[config.mk]
export PLATFORM = sky130hd
export DESIGN_NAME = cgpg_ctrl
export DESIGN_NICKNAME = d
export VERILOG_FILES = /design/src/rtl/cgpg_pkg.sv /design/src/rtl/cgpg_ctrl.sv
export SDC_FILE = /design/constraint.sdc
export NUM_CORES = 1
export LEC_CHECK = 0
export ABC_AREA = 1
export BUFFER_PORTS_ARGS = -buffer_cell sky130_fd_sc_hd__buf_2
export CORE_AREA = 4 4 41 43
export DETAILED_ROUTE_END_ITERATION = 16
export DIE_AREA = 0 0 45 47
export GPL_ROUTABILITY_DRIVEN = 0
export PLACE_DENSITY = 0.46
export SYNTH_ARGS = -nofsm -noshare
export SYNTH_HDL_FRONTEND = slang
export SYNTH_SLANG_ARGS = --single-unit
[constraint.sdc]
create_clock -name clock -period 1.1 [get_ports clock]
set_input_delay 0.33 -clock clock [delete_from_list [all_inputs] [get_ports clock]]
set_output_delay 0.33 -clock clock [all_outputs]
set_load 0.005 [all_outputs]
[src/rtl/cgpg_pkg.sv]
// Shared constants and controller/datapath interface types for the character generator.
`default_nettype none

package cgpg_pkg;

   // Field widths.
   localparam int FONT_ADDR_W   = 13;
   localparam int FONT_BYTE_W   = 8;
   localparam int CODE_W        = 8;
   localparam int GLYPH_CODE_W  = 7;
   localparam int X_W           = 9;
   localparam int Y_W           = 8;
   localparam int COLOR_W       = 16;
   localparam int FORMAT_W      = 4;
   localparam int COL_BASE_W    = 10;
   localparam int CHAR_COUNT_W  = 7;
   localparam int X_SUM_W       = 11;
   localparam int GLYPH_IDX_W   = 3;

   // Geometry and limits.
   localparam int FONT_PITCH    = 1024;
   localparam int FONT_DEPTH    = 8 * FONT_PITCH;
   localparam int SCREEN_WIDTH  = 320;
   localparam int SCREEN_HEIGHT = 240;
   localparam int MAX_CHARS     = 79;
   localparam int MAX_CODE      = 126;
   localparam int CHAR_ADVANCE  = 8;
   localparam int GLYPH_LAST    = 7;

   // Pixel format codes.
   localparam logic [FORMAT_W-1:0] FMT_WIDE   = 4'd12;
   localparam logic [FORMAT_W-1:0] FMT_NARROW = 4'd11;
   localparam logic [FORMAT_W-1:0] FMT_RESET  = FMT_WIDE;

   // Item function codes.
   localparam logic FUNC_LOAD = 1'b0;
   localparam logic FUNC_DRAW = 1'b1;

   // Register bus.
   localparam int CSR_ADDR_W = 3;
   localparam int CSR_DATA_W = 32;
   localparam logic CSR_INDEX_FORMAT = 1'b0;

   typedef struct packed {
      logic accept_load;
      logic accept_draw;
      logic prep_step;
      logic issue;
      logic flush;
   } ctrl_cmd_type;

   typedef struct packed {
      logic draw_go;
      logic prep_done;
      logic out_free;
      logic pos_last;
      logic pend_valid;
   } dp_status_type;

endpackage

`default_nettype wire

[src/rtl/cgpg_ctrl.sv]
// Sequencing state machine for font loads and character scans.
`default_nettype none

module cgpg_ctrl (
   input  wire logic                   clock,
   input  wire logic                   reset,
   input  wire logic                   req_valid,
   input  wire logic                   req_func,
   output logic                        req_ready,
   input  wire cgpg_pkg::dp_status_type status,
   output cgpg_pkg::ctrl_cmd_type      cmd
);
   import cgpg_pkg::*;

   typedef enum logic [2:0] {
      ST_IDLE,
      ST_PREP,
      ST_SCAN,
      ST_DRAIN,
      ST_FLUSH
   } state_type;

   state_type state_ff;
   state_type state_in;
   logic      accept;

   assign req_ready = (state_ff == ST_IDLE);
   assign accept    = req_valid && req_ready;

   always_comb begin
      cmd             = '0;
      cmd.accept_load = accept && (req_func == FUNC_LOAD);
      cmd.accept_draw = accept && (req_func == FUNC_DRAW);
      cmd.prep_step   = (state_ff == ST_PREP);
      cmd.issue       = (state_ff == ST_SCAN) && status.out_free;
      cmd.flush       = (state_ff == ST_FLUSH) && status.pend_valid && status.out_free;
   end

   always_comb begin
      state_in = state_ff;
      case (state_ff)
         ST_IDLE: begin
            if (cmd.accept_draw && status.draw_go) begin
               state_in = ST_PREP;
            end
         end
         ST_PREP: begin
            if (status.prep_done) begin
               state_in = ST_SCAN;
            end
         end
         ST_SCAN: begin
            if (cmd.issue && status.pos_last) begin
               state_in = ST_DRAIN;
            end
         end
         ST_DRAIN: begin
            // The final font read is evaluated once the output side can move.
            if (status.out_free) begin
               state_in = ST_FLUSH;
            end
         end
         ST_FLUSH: begin
            if (!status.pend_valid || status.out_free) begin
               state_in = ST_IDLE;
            end
         end
         default: begin
            state_in = ST_IDLE;
         end
      endcase
   end

   always_ff @(posedge clock) begin
      if (reset) begin
         state_ff <= ST_IDLE;
      end else begin
         state_ff <= state_in;
      end
   end

endmodule

`default_nettype wire

## Word-level counts from Yosys, hierarchy flattened

Index checks and enable logic that the tools add are counted.

| storage, ports and cells | value |
|---|---|
| bits in registers | 3 |
| output and inout port bits | 6 |

| operators by class | value |
|---|---|
| eq/ne operators | 9 |
| multiplexer cells | 6 |
| bitwise logic cells | 1 |
| reductions and logical operators | 12 |

Operators by type and width:

| operator | number |
|---|---|
| 3-bit two-way mux | 5 |
| 3-bit one-hot mux with 5 select lines | 1 |
| 1-bit logical AND | 8 |
| 3-bit by 2-bit == test with 1-bit output (second input constant) | 2 |
| 2-bit by 1-bit inequality test with 1-bit output (second input constant) | 3 |
| 5-bit AND reduction | 1 |
| 2-bit inequality test (second input constant) | 2 |
| 3-bit by 1-bit == test with 1-bit output (second input constant) | 1 |
| 3-bit == test (second input constant) | 1 |
| 3-bit zero test | 1 |
| 1-bit zero test | 1 |
| 1-bit logical OR | 1 |
| 1-bit NOT | 1 |

## Depth between registers and ports, before layout

Gate-level depths: netlist of run 1.

| depth | value |
|---|---|
| depth after elaboration | 6 |
| depth in mapped cells | 7 |
| depth with buffers taken out | 7 |

## Worst setup path before layout of run 1

No wires, ideal clock.

| path | value |
|---|---|
| kind | register to output |
| from | register state_ff[1] |
| to | output cmd[3] (netlist name) |
| data arrival time | 0.882 ns |
| required time | 0.770 ns |
| slack | -0.112 ns |
| cell stages (with the launch flop) | 4 |
| cells stage by stage | dfxtp_1 > nor3_1 > nand2_1 > nor2_1 |

RTL lines:

| what | line | text |
|---|---|---|
| from (decl) | cgpg_ctrl.sv:23 | `state_type state_ff;` |
| from (signal assigned) | cgpg_ctrl.sv:78 | `state_ff <= state_in;` |
| to (decl) | cgpg_ctrl.sv:11 | `output cgpg_pkg::ctrl_cmd_type cmd` |

==> results of run 1 <==
-- worst max-delay path: stages (launching register included) --
cell	delay, ns
dfxtp_4	0.36
nor2_1	0.19
nand2_1	0.10
nor2_1	0.08
buf_2	0.11
-- worst paths after layout --
kind	start	cells after the start	endpoint	slack, ns
hold reg to reg	state_ff[1]	3	state_ff[1]	0.68
setup / recovery	state_ff[0]	4	cmd[1]	-0.29
hold / removal	reset	2	state_ff[2]	0.30
setup reg to reg	state_ff[0]	6	state_ff[1]	-0.02
-- cell type report --
type                    instances  share of cell area (%)
clock buffers                   4                    5.50
inverters                      10                    7.85
multi-input cells              31                    37.2
flip-flops and latches          3                    14.4
well taps                      15                    3.93
repair buffers                 24                    31.2
-- kinds of logic after synthesis --
| logic type | share of synthesized area [%] |
|---|---|
| compound gates | 11.6 |
| buf+inv | 15.8 |
| flops | 25.3 |
| simple gates | 47.4 |
-- layer usage --
metal / global-route usage, % / part of all wire, % / wire length [um]
met4: 3.51 / 0 / 0
met5: 0 / 0 / 0
met1: 7.26 / 40 / 300
met2: 12.7 / 52 / 389
met3: 2.68 / 7.6 / 57
-- layout by cell type (no fill, tap or decap) --
master	count
nor2_1	7
a21oi_1	2
inv_2	1
nor2_4	1
dfxtp_2	1
buf_6	1
buf_4	9
nor2_2	1
clkbuf_1	1
nand3_1	5
buf_2	14
nor3_4	1
nand2_2	2
nand2_1	6
nand4_1	1
dfxtp_4	2
a21oi_2	1
inv_1	9
clkbuf_4	3
o21ai_0	1
o31ai_1	1
nand3_2	2
-- where the power goes --
| part | switching [W] | leakage (nW) | internal (W) |
|---|---|---|---|
| clock | 0.0000505 | 0.0150 | 0.000136 |
| combinational | 0.0000724 | 0.218 | 0.0000855 |
| sequential | 0.0000127 | 0.0264 | 0.000116 |
| total | 0.000136 | 0.259 | 0.000337 |
-- per-stage QoR --
stage,worst slack [ns],hold slack (ns),setup TNS [ns]
finish,-0.293,0.298,-1.55
global route,-0.367,0.289,-2.17
detailed placement,-0.0931,0.521,-0.500
CTS,-0.320,0.277,-1.49
global placement,-0.102,0.518,-0.544
floorplan,0.0106,0.392,0
-- repair_timing --
action                     CTS  global route
pin swaps                    1             3
setup endpoints to repair    9             9
gates resized for setup      7             6
setup buffers                0             2
hold endpoints to repair     0             0
==> results.toml, run 1 <==
[critical_path]
worst-setup-path-type = "reg2out"
end_kind = "output pin"
start_kind = "register"
required_ns = 0.77
cp.arrival_ns = 1.06
path_max_fanout = 5

[floorplanning]
rows = 13
fp.dieArea_um2 = 2120
start_util_pct = 18.3
coreArea_um2 = 1300
ios = 15
die_y_um = 47
die_x_um = 45

[grt]
grt.overflow.total = 0
grt_max_degree = 8
grt_pass1_vias = 319
antenna_found_initial = 0
grt_first_pass_wirelength_mm = 1.10
track_usage_pct = 7.10

[sta]
fin_crit_ns = 1.39
setup_slack_ns = -0.293
fin_crit_sh_pct = 127
finalHoldViolations = 0
clock_skew_ns = 0.000653
max_freq_mhz = 718
rsz0062_at_grt = "yes"
relSlewSlack_pct = 86.3
tightest_slew_ns = 0.204
setup_viol = 7
finalMaxSlewViolations = 0

[clock_network]
htreeDepth = 1
clock_path_buffers = 2
cts_tree = "yes"
clock_latency_ns = 0.23
cts_inserted_buffers = 3
path_clk_slew_ns = 0.04
clockRootBuffer = "clkbuf_4"
hold_buffers = 0
clock-sinks = 3

[synth]
synth.top_cells.by_count = "inv_1, nand2_1, nor2_1"
synth_cells = 44
synth_cell_type_count = 11
async_flop_share_pct = 0
synth-seq-area-share_pct = 25.3
synth_area_per_cell_um2 = 5.40
yosysWarningCount = 0
ys_ff_latch = 3
synth_area_um2 = 238
synth_area_leader_cell = "dfxtp_1"
yosysMostFrequentCell = "inv_1"
synth_edf_count = 0
ys.flop_type = "dfxtp_1"
synth_top_area_share_pct = 25.3
postSynthNetCount = 53
synth_area_leaders = "dfxtp_1, inv_1, nand3_1"

[power_and_ir_drop]
fin_total_pwr_w = 0.000473
p_per_area_nw_per_um2 = 989
ir_drop_uv = 603
p_leak_nw = 0.259

[finish]
num-fill-cells = 156
antenna_cells = 0
fin_area_um2 = 478
largest_reg_flops = 3
top_register = "state_ff"
nets = 82
regArea_um2 = 68.8
reg_top3 = "state_ff (3)"
area_growth_pct = 101
drive_above_1_share_pct = 54.2
multi_input_area_um2 = 178
post-route-util_pct = 36.7
final_cells = 87

[run]
maxCapViolCount = 0

[min_path]
hp-class = "in2reg"

[drt]
vias = 369
firstDrtPassIters = 2
drt-total-wl_um = 747
drtAntennaViolNets = 0
drtIter0Drc = 5
drc = 0
via_per_inst = 4.24
wl_per_cell_um = 8.59

[placed_design]
io_buffers = 14
dp_hpwl_um = 566
dp.cells = 81
placedInstanceArea_um2 = 399

[status]
status = "finished with violations"
violations = "negative setup slack"
No activity file was read; power rests on OpenSTA's default activity.
==> inputs of run 2 (changes only) <==
--- a/config.mk
+++ b/config.mk
@@ -11,7 +11,7 @@
 export DETAILED_ROUTE_END_ITERATION = 16
 export DIE_AREA = 0 0 45 47
 export GPL_ROUTABILITY_DRIVEN = 0
-export PLACE_DENSITY = 0.46
+export PLACE_DENSITY_LB_ADDON = 0.15
 export SYNTH_ARGS = -nofsm -noshare
 export SYNTH_HDL_FRONTEND = slang
 export SYNTH_SLANG_ARGS = --single-unit
==> run 2 against run 1 <==
The flow still finishes with violations (negative setup slack). Total power down 1.8%. Critical path depth unchanged. Sequential power about the same.
==> results.toml, run 2 (synthesis gave the netlist of run 1 again) <==
[status]
status = "finished with violations"
violations = "negative setup slack"

[finish]
final_common_cell = "buf_2"
top_register = "state_ff"
nets = 80
multi_input_area_um2 = 171
largest_reg_flops = 3
reg_top3 = "state_ff (3)"
final_cells = 85
area_growth_pct = 90.5
fin_area_um2 = 453
regArea_um2 = 68.8
num-fill-cells = 160
layout_common_cells = "buf_2, inv_1, buf_4"
drive_above_1_share_pct = 50.0
antenna_cells = 0

[grt]
grt_first_pass_wirelength_mm = 1.24
grt.overflow.total = 0
grt_max_degree = 8
track_usage_pct = 8.37
antenna_found_initial = 0
grt_pass1_vias = 339

[sta]
fin_crit_sh_pct = 129
max_freq_mhz = 707
finalMaxSlewViolations = 0
setup_viol = 7
setup_slack_ns = -0.315
relSlewSlack_pct = 86.3
tns_ns = -1.44
rsz0062_at_grt = "yes"
clock_skew_ns = 0.000331
finalHoldViolations = 0
tightest_slew_ns = 0.203
fin_crit_ns = 1.41

[drt]
drtAntennaViolNets = 0
via_per_inst = 4.26
vias = 362
drtIter0Drc = 1
firstDrtPassIters = 2
drt-total-wl_um = 729
wl_per_cell_um = 8.58
drc = 0

[clock_network]
clock_path_buffers = 2
cts_resized = 5
cts_inserted_buffers = 3
postCtsSetupRepairBufs = 0
clock_latency_ns = 0.23
clock-sinks = 3
path_clk_slew_ns = 0.04
cts_tree = "yes"
hold_buffers = 0
clockRootBuffer = "clkbuf_4"
htreeDepth = 1

[critical_path]
path_max_fanout = 4
start_kind = "register"
end_kind = "output pin"
worst-setup-path-type = "reg2out"
cp.arrival_ns = 1.08
required_ns = 0.77

[placed_design]
dp.cells = 81
io_buffers = 14
dp_worst_setup_slack_ns = -0.0977
dp_hpwl_um = 614
placedInstanceArea_um2 = 399

[floorplanning]
ios = 15
coreArea_um2 = 1300
die_y_um = 47
fp.dieArea_um2 = 2120
start_util_pct = 18.3
rows = 13
die_x_um = 45

[run]
maxCapViolCount = 0

[power_and_ir_drop]
ir_drop_uv = 409
p_leak_nw = 0.249
p_per_area_nw_per_um2 = 1020

[min_path]
hp-class = "in2reg"
==> run 2: routing by layer <==
layer	global-route usage (%)	share of wire [%]	routed length, um
met5	0	0	0
met2	14.1	52	379
met1	8.39	40	289
met3	2.68	8.2	60
met4	7.02	0	0
==> run 2: area by class of cell <==
class,count,share of cell area [%]
clock buffers,4,5.80
inverters,10,8.29
multi-input cells,31,37.8
flip-flops and latches,3,15.2
well taps,15,4.14
repair buffers,22,28.7
==> run 2: through the flow <==
| stage | utilization, % | hold slack, ns | total power, W |
|---|---|---|---|
| 4_1_cts | 33.7 | 0.267 | 0.000475 |
| 3_5_place_dp | 30.7 | 0.518 | 0.000269 |
| 6_report | 34.8 | 0.280 | 0.000464 |
| 2_1_floorplan | - | 0.392 | 0.000194 |
| 5_1_grt | 34.8 | 0.270 | 0.000504 |
| 3_3_place_gp | 30.7 | 0.525 | 0.000271 |
==> run 2: worst max-delay path: stages, from the launching register on <==
cell	delay [ns]
dfxtp_2	0.34
nor3_4	0.21
nand2_1	0.09
nor2_1	0.10
buf_2	0.12
==> run 2: path summary, 6_finish.rpt <==
path                       to   startpoint  slack [ns]  cells past startpoint
setup / recovery       cmd[3]  state_ff[2]       -0.31                      4
hold / removal    state_ff[0]        reset        0.28                      2
setup reg to reg  state_ff[1]  state_ff[2]       -0.02                      6
hold reg to reg   state_ff[1]  state_ff[1]        0.56                      2
==> run 2: where the power goes <==
part / switching (W) / total (W) / internal (W) / leakage, nW
Clock: 0.0000542 / 0.000190 / 0.000136 / 0.0150
Combinational: 0.0000668 / 0.000145 / 0.0000778 / 0.208
Sequential: 0.0000134 / 0.000130 / 0.000116 / 0.0264
==> inputs of run 3 (changes only) <==
==> constraint.sdc (replaced) <==
create_clock -name clock -period 1.1 [get_ports clock]
set_input_delay 0.33 -clock clock [delete_from_list [all_inputs] [get_ports clock]]
set_output_delay 0.33 -clock clock [all_outputs]
set_load 0.02 [all_outputs]
==> run 3 against run 2 <==
Critical path type unchanged. Largest cell class unchanged. The run still ends with negative setup slack left. Via count increased by 6.1%. Clock skew increased by 0.0045 ns. Final area increased by 38%. Fmax decreased by 2.4%. Sequential power about the same. Worst setup slack got worse by 0.035 ns. Utilization increased by 13 points. Flip-flop and latch count unchanged. Total power increased by 24%. Count of clock-buffer cells in the layout unchanged. Wire length increased by 17%.
==> results.toml, run 3 (synthesis gave the netlist of run 1 again) <==
[finish]
final_cells = 90
area_growth_pct = 162
drive_above_1_share_pct = 77.3
layout_common_cells = "buf_4, buf_2, buf_6"
reg_top3 = "state_ff (3)"
nets = 85
top_register = "state_ff"
largest_reg_flops = 3
final_common_cell = "buf_4"
antenna_cells = 0

[drt]
drc = 0
wl_met2_um = 433
via_per_inst = 4.27
wl_met1_um = 329
drtIter0Drc = 2
vias = 384
drt-total-wl_um = 850
firstDrtPassIters = 2
top_layer_used = "met4"
wl_per_cell_um = 9.44
dr_wl_met3_um = 57
drtAntennaViolNets = 0

[clock_network]
cts_tree = "yes"
clockRootBuffer = "clkbuf_4"
clock-sinks = 3
clock_path_buffers = 2
path_clk_slew_ns = 0.04
htreeDepth = 1
cts_inserted_buffers = 3
hold_buffers = 0
clock_latency_ns = 0.24

[floorplanning]
ios = 15
fp.dieArea_um2 = 2120
rows = 13
die_y_um = 47
die_x_um = 45
coreArea_um2 = 1300
start_util_pct = 18.3

[sta]
tightest_slew_ns = 0.215
relSlewSlack_pct = 85.6
setup_slack_ns = -0.350
fin_crit_sh_pct = 132
setup_viol = 9
finalHoldViolations = 0
fin_crit_ns = 1.45
rsz0062_at_grt = "yes"
clock_skew_ns = 0.00481
finalMaxSlewViolations = 0
max_freq_mhz = 690

[power_and_ir_drop]
p_seq_share_pct = 22.2
fin_total_pwr_w = 0.000578
clkPwrFrac_pct = 34.7
p_leak_nw = 0.292
switchingPower_w = 0.000203
p_per_area_nw_per_um2 = 927
swShare_pct = 35.1
internal-power_w = 0.000375
power_frac_comb_pct = 43.1
ir_drop_uv = 616

[critical_path]
start_kind = "register"
required_ns = 0.77
cp.arrival_ns = 1.12
path_max_fanout = 4
rr_startpoint = "state_ff[1]"
worst-setup-path-type = "reg2out"
ff2ff_setup_slack_ns = -0.17
reg2reg_depth = 8
r2r-end = "state_ff[1]"
end_kind = "output pin"

[placed_design]
dp.cells = 82
dp_hpwl_um = 620
dp_worst_setup_slack_ns = -0.139
io_buffers = 14

[min_path]
holdPathEnd = "state_ff[2]"
min_path_cells = 2
hold_path_startpoint = "reset"
hp-class = "in2reg"

[grt]
grt.overflow.total = 0
antenna_found_initial = 0
grt_max_degree = 5
grt_first_pass_wirelength_mm = 1.43
track_usage_pct = 9.72
grt_pass1_vias = 398

[status]
status = "finished with violations"
violations = "negative setup slack"

[run]
maxCapViolCount = 0
[run 3: stage by stage]
step / hold slack, ns / cell area (um2) / utilization (%) / setup TNS [ns]
after floorplan: 0.392 / 284 / - / -0.403
after global placement: 0.525 / 440 / 33.8 / -0.884
after detailed placement: 0.519 / 440 / 33.8 / -0.870
after CTS: 0.256 / 582 / 44.7 / -2.11
after global routing: 0.276 / 623 / 47.9 / -2.59
final: 0.278 / 623 / 47.9 / -2.02
[run 3: worst max-delay path: stages, from the launching register on]
cell and delay, ns:
dfxtp_4 0.35, nor3_4 0.20, nand2_2 0.11, nor2_4 0.09, buf_6 0.12
[run 3: final cells by class]
| class | instances | area, um2 |
|---|---|---|
| Tap cell | 15 | 18.8 |
| Fill cell | 145 | 678 |
| Multi-Input combinational cell | 31 | 256 |
| Inverter | 10 | 37.5 |
| Timing Repair Buffer | 27 | 213 |
| Clock buffer | 4 | 26.3 |
| Sequential cell | 3 | 71.3 |
[run 3: per-layer routing]
metal  track usage, %  vias to the layer above
met5                0                        -
met4             8.77                        0
met3             1.53                        2
met2             15.8                       13
met1             10.9                      166
li1                 -                      203
[run 3: worst max path at each step]
stage / to / start / slack [ns]
floorplan: cmd[3] / state_ff[2] / -0.21
global placement: cmd[3] / state_ff[2] / -0.15
detailed placement: cmd[0] / state_ff[1] / -0.14
CTS: cmd[4] / state_ff[1] / -0.38
global route: cmd[4] / state_ff[1] / -0.40
finish: cmd[4] / state_ff[1] / -0.35
[run 3: power by group through the flow]
stage	clock, W	combinational [W]	sequential [W]
3_3_place_gp	0	0.000188	0.000131
6_report	0.000200	0.000249	0.000128
3_5_place_dp	0	0.000186	0.000131
4_1_cts	0.000216	0.000240	0.000128
5_1_grt	0.000222	0.000269	0.000129
2_1_floorplan	0	0.000101	0.000130
[run 3: timing repair]
action | in CTS | in global routing
hold endpoints to repair | 0 | 0
gates resized for setup | 31 | 9
pin swaps | 5 | 2
setup buffers | 3 | 1
setup endpoints to repair | 9 | 9
